### src/unf_pkg.sv
// ============================================================================
// unf_pkg
// Shared types and constants for the PNG scanline unfilter: stream payloads,
// filter codes, configuration register indexes and the front-to-back command.
// ============================================================================
package unf_pkg;

    // Configuration register indexes
    localparam int CFG_INDEX_W = 1;
    localparam logic [CFG_INDEX_W-1:0] CFG_BYTES_PER_PIXEL = 1'b0;
    localparam logic [CFG_INDEX_W-1:0] CFG_ROW_BYTES       = 1'b1;

    localparam int BPP_CFG_W = 3;
    localparam int ROW_CFG_W = 13;
    localparam int CFG_DATA_W = 13;

    // Command field widths, sized for the largest supported line store
    localparam int CMD_COL_W  = 16;
    localparam int CMD_SLOT_W = 3;

    // Entries in the front-to-back queue
    localparam int QUEUE_DEPTH = 2;

    typedef enum logic [2:0] {
        FILT_NONE  = 3'd0,
        FILT_SUB   = 3'd1,
        FILT_UP    = 3'd2,
        FILT_AVG   = 3'd3,
        FILT_PAETH = 3'd4
    } filter_t;

    typedef struct packed {
        logic [7:0] data_byte;
        logic       image_start;
    } in_item_t;

    typedef struct packed {
        logic [7:0] pixel_byte;
        logic       row_end;
    } out_item_t;

    // One data byte, classified by the front
    typedef struct packed {
        logic [7:0]            raw;
        logic [CMD_COL_W-1:0]  col;
        logic [CMD_SLOT_W-1:0] slot;
        logic                  use_left;
        filter_t               filter;
        logic                  first_row;
        logic                  last;
    } cmd_t;

endpackage

### src/unf_queue.sv
// ============================================================================
// unf_queue
// Short command queue between the front and the back of the unfilter.
// ============================================================================
module unf_queue
    import unf_pkg::*;
(
    input  logic clk,
    input  logic rst_n,
    input  logic push,
    input  cmd_t push_item,
    output logic full,
    input  logic pop,
    output logic valid,
    output cmd_t head
);

    localparam int PTR_W = (QUEUE_DEPTH > 1) ? $clog2(QUEUE_DEPTH) : 1;
    localparam int CNT_W = $clog2(QUEUE_DEPTH + 1);

    cmd_t             entry_reg [QUEUE_DEPTH];
    logic [PTR_W-1:0] wr_ptr_reg, wr_ptr_next;
    logic [PTR_W-1:0] rd_ptr_reg, rd_ptr_next;
    logic [CNT_W-1:0] count_reg, count_next;

    assign full  = (count_reg == CNT_W'(QUEUE_DEPTH));
    assign valid = (count_reg != '0);
    assign head  = entry_reg[rd_ptr_reg];

    // Advance pointers and occupancy
    always_comb
    begin
        wr_ptr_next = wr_ptr_reg;
        rd_ptr_next = rd_ptr_reg;
        count_next  = count_reg;
        if (push)
        begin
            wr_ptr_next = (wr_ptr_reg == PTR_W'(QUEUE_DEPTH - 1)) ? '0 : wr_ptr_reg + 1'b1;
        end
        if (pop)
        begin
            rd_ptr_next = (rd_ptr_reg == PTR_W'(QUEUE_DEPTH - 1)) ? '0 : rd_ptr_reg + 1'b1;
        end
        if (push && !pop)
        begin
            count_next = count_reg + 1'b1;
        end
        else if (pop && !push)
        begin
            count_next = count_reg - 1'b1;
        end
    end

    always_ff @(posedge clk or negedge rst_n)
    begin
        if (!rst_n)
        begin
            wr_ptr_reg <= '0;
            rd_ptr_reg <= '0;
            count_reg  <= '0;
        end
        else
        begin
            wr_ptr_reg <= wr_ptr_next;
            rd_ptr_reg <= rd_ptr_next;
            count_reg  <= count_next;
        end
    end

    // Store pushed command
    always_ff @(posedge clk)
    begin
        if (push)
        begin
            entry_reg[wr_ptr_reg] <= push_item;
        end
    end

endmodule

### config.mk
export PLATFORM = sky130hd
export DESIGN_NAME = unf_queue
export DESIGN_NICKNAME = d
export VERILOG_FILES = /design/src/unf_pkg.sv /design/src/unf_queue.sv
export SDC_FILE = /design/constraint.sdc
export NUM_CORES = 1
export LEC_CHECK = 0
export BUFFER_PORTS_ARGS = -buffer_cell sky130_fd_sc_hd__clkbuf_2
export CELL_PAD_IN_SITES_DETAIL_PLACEMENT = 2
export CELL_PAD_IN_SITES_GLOBAL_PLACEMENT = 2
export CORE_ASPECT_RATIO = 1.4
export CORE_UTILIZATION = 34
export CTS_CLUSTER_DIAMETER = 50
export DETAILED_ROUTE_END_ITERATION = 10
export GPL_TIMING_DRIVEN = 0
export PLACE_DENSITY_LB_ADDON = 0.1
export SYNTH_ARGS = -nofsm -noshare
export SYNTH_HDL_FRONTEND = slang
export SYNTH_SLANG_ARGS = --single-unit
### constraint.sdc
create_clock -name clk -period 2.4 [get_ports clk]
set_input_delay 0.48 -clock clk [delete_from_list [all_inputs] [get_ports clk]]
set_output_delay 0.48 -clock clk [all_outputs]
set_load 0.05 [all_outputs]
==> results.py <==
metrics = {
    "floorplan": {
        "floorplan.rows": 38,
        "start_util": 0.351,
        "die_area_mm2": 0.00837,
        "fp.dieW_um": 77.6,
        "ios": 72,
        "core_mm2": 0.00775,
        "die_y_um": 108,
    },
    "clocking": {
        "postCtsResizedCells": 0,
        "cts.htree.levels": 3,
        "cts.sinks": 70,
        "numCtsBuffers": 9,
        "clk_pin_slew_ns": 0.07,
        "clock_latency_ns": 0.33,
        "clockRootBuffer": "clkbuf_8",
        "cts_buffer_depth": 2,
        "cts_tree": "built",
    },
    "power": {
        "power_density_mw_per_mm2": 1360,
        "pwr-share-comb": 0.461,
        "power_leakage_nw": 1.40,
        "netSwitchingFraction": 0.411,
        "clockPowerShare": 0.169,
        "intPower_mw": 2.73,
        "seq_power_share": 0.370,
        "peakVddDrop_uv": 810,
        "netSwitchingPower_mw": 1.91,
    },
    "run": {
        "maxCapViolCount": 0,
    },
    "placement": {
        "hpwlAfterDp_um": 3650,
        "place_congestion": 0.660,
        "numPortBuffers": 71,
    },
    "cells_and_area": {
        "layout_commonest_cell": "clkbuf_2",
        "drive_above_1_share": 0.601,
        "areaGrowthSynthToFinish_pct": 25.1,
        "post-route-util": 0.440,
        "final_cell_mix": "clkbuf_2, edfxtp_1, mux2_4, clkbuf_8",
        "largest_reg_flops": 66,
        "num-nets-final": 241,
        "diodes": 0,
    },
    "grt": {
        "antenna_found_initial": 0,
        "grt_pass1_wl_um": 7910,
        "grt_overflow": 0,
        "grt_max_degree": 34,
        "grt_pass1_vias": 1621,
        "grt_use_total": 0.135,
    },
    "logic_synthesis": {
        "syn-instance-count": 119,
        "seq_area_frac_synth": 0.765,
        "ys_ff_latch": 70,
        "synth_top_area_share": 0.728,
        "synth_largest_area_cell": "edfxtp_1",
        "synthesis.nets": 157,
        "synth_area_leaders": "edfxtp_1, mux2_4, dfrtp_1",
        "yosys_warnings": 0,
        "netlist-cell-type-count": 14,
        "syn-cell-area_mm2": 0.00272,
        "postSynthAreaPerCell_um2": 22.9,
    },
    "timing": {
        "holdWs_ns": 0.329,
        "skew_ns": 0.00608,
        "period_minus_slack_ns": 2.03,
        "setup_viol": 0,
        "maxSlewViolCount": 0,
        "relSlewSlack": 0.435,
        "rsz0062_at_grt": "false",
        "fmax_mhz": 492,
        "tightest_slew_ns": 0.847,
        "hold_viol": 0,
        "fin_setup_tns_ns": 0,
        "fin_crit_sh": 0.847,
    },
    "detailed_routing": {
        "dr_total_vias": 1372,
        "wl_um": 5120,
        "routedWlPerCell_um": 16.6,
        "detail_route.first_pass.iterations": 2,
        "via_per_inst": 4.45,
        "drc": 0,
        "detail_route.iter0.violations": 49,
        "drtAntennaViolNets": 0,
    },
    "setup_path": {
        "slowest_delay_ns": 0.37,
        "cp.buffers_inverters": 3,
        "start_kind": "register",
        "path_cells": "buf_6, buf_12, mux2_4, clkbuf_2",
        "cp.required_ns": 1.92,
        "path_max_fanout": 10,
        "arrival_ns": 1.55,
        "crit_path_end_kind": "primary output",
        "crit_family": "buffers and inverters",
        "r2r_slack_ns": 0.85,
        "cp_slowest_cell": "dfrtp_1",
        "criticalPathCategory": "register to primary output",
    },
    "status": {
        "status": "complete, no violations",
    },
    "hold_path": {
        "holdCritPathClass": "input pin to register",
    },
}
-- synth_stat cells (all sizes together) --
| cell type | n |
|---|---|
| inv | 1 |
| buf | 4 |
| edfxtp | 66 |
| xnor2 | 1 |
| or2 | 1 |
| mux2 | 33 |
| dfrtp | 4 |
| xor2 | 4 |
| ha | 1 |
| nor2b | 2 |
| and2 | 1 |
| nor2 | 1 |
-- final cells by class --
cell class / count / area (um^2)
Fill cell: 724 / 4340
Clock buffer: 11 / 131
Clock inverter: 5 / 26.3
Tap cell: 100 / 125
Inverter: 1 / 3.75
Buffer: 4 / 71.3
Timing Repair Buffer: 73 / 393
Multi-Input combinational cell: 44 / 574
Sequential cell: 70 / 2080
-- routing by layer --
layer	up-vias	wire [um]	track usage
met3	9	241	0.0441
met2	50	3050	0.264
met1	681	1740	0.122
met4	0	99	0.0606
met5	-	0	0
li1	632	-	-
-- power by group through the flow --
| stage | registers [mW] | clock network (mW) | logic (mW) |
|---|---|---|---|
| 2_1_floorplan | 1.72 | 0 | 1.76 |
| 3_3_place_gp | 1.73 | 0 | 2.10 |
| 3_5_place_dp | 1.75 | 0 | 2.17 |
| 4_1_cts | 1.72 | 0.811 | 2.18 |
| 5_1_grt | 1.74 | 0.855 | 2.24 |
| 6_report | 1.72 | 0.784 | 2.14 |
-- worst paths after layout --
check / start / to / cells past startpoint
worst min-delay path: push_item[19] / entry_reg[0][19]$_DFFE_PP_ / 1
worst max register to register: wr_ptr_reg$_DFFE_PN0P_ / entry_reg[1][1]$_DFFE_PP_ / 1
min in group asynchronous: rst_n / wr_ptr_reg$_DFFE_PN0P_ / 2
worst min register to register: count_reg[1]$_DFFE_PN0P_ / count_reg[1]$_DFFE_PN0P_ / 1
max in group asynchronous: rst_n / rd_ptr_reg$_DFFE_PN0P_ / 2
worst max-delay path: rd_ptr_reg$_DFFE_PN0P_ / head[8] / 4
-- cell families after synthesis --
logic type                 after synthesis  synth area share
adders and majority gates                1           0.00459
muxes                                   33             0.176
xor gates and xnor gates                 5            0.0161
DFF                                     70             0.765
and+or+nand+nor                          5            0.0106
buffers and inverters                    5            0.0276
-- timing repair --
item / 4_1_cts / 5_1_grt
hold buffers: 1 / 0
endpoints found under the hold margin: 4 / 0
setup buffers: 0 / 0
-- stage by stage --
stage	power (mW)	worst slack, ns	cells	area [um^2]
3_5_place_dp	3.92	0.629	291	3240
6_report	4.64	0.366	308	3410
3_3_place_gp	3.83	-0.916	290	3200
2_1_floorplan	3.47	0.00263	119	2720
4_1_cts	4.72	0.342	308	3410
5_1_grt	4.83	0.321	308	3410
No activity file was read; power rests on OpenSTA's default activity.
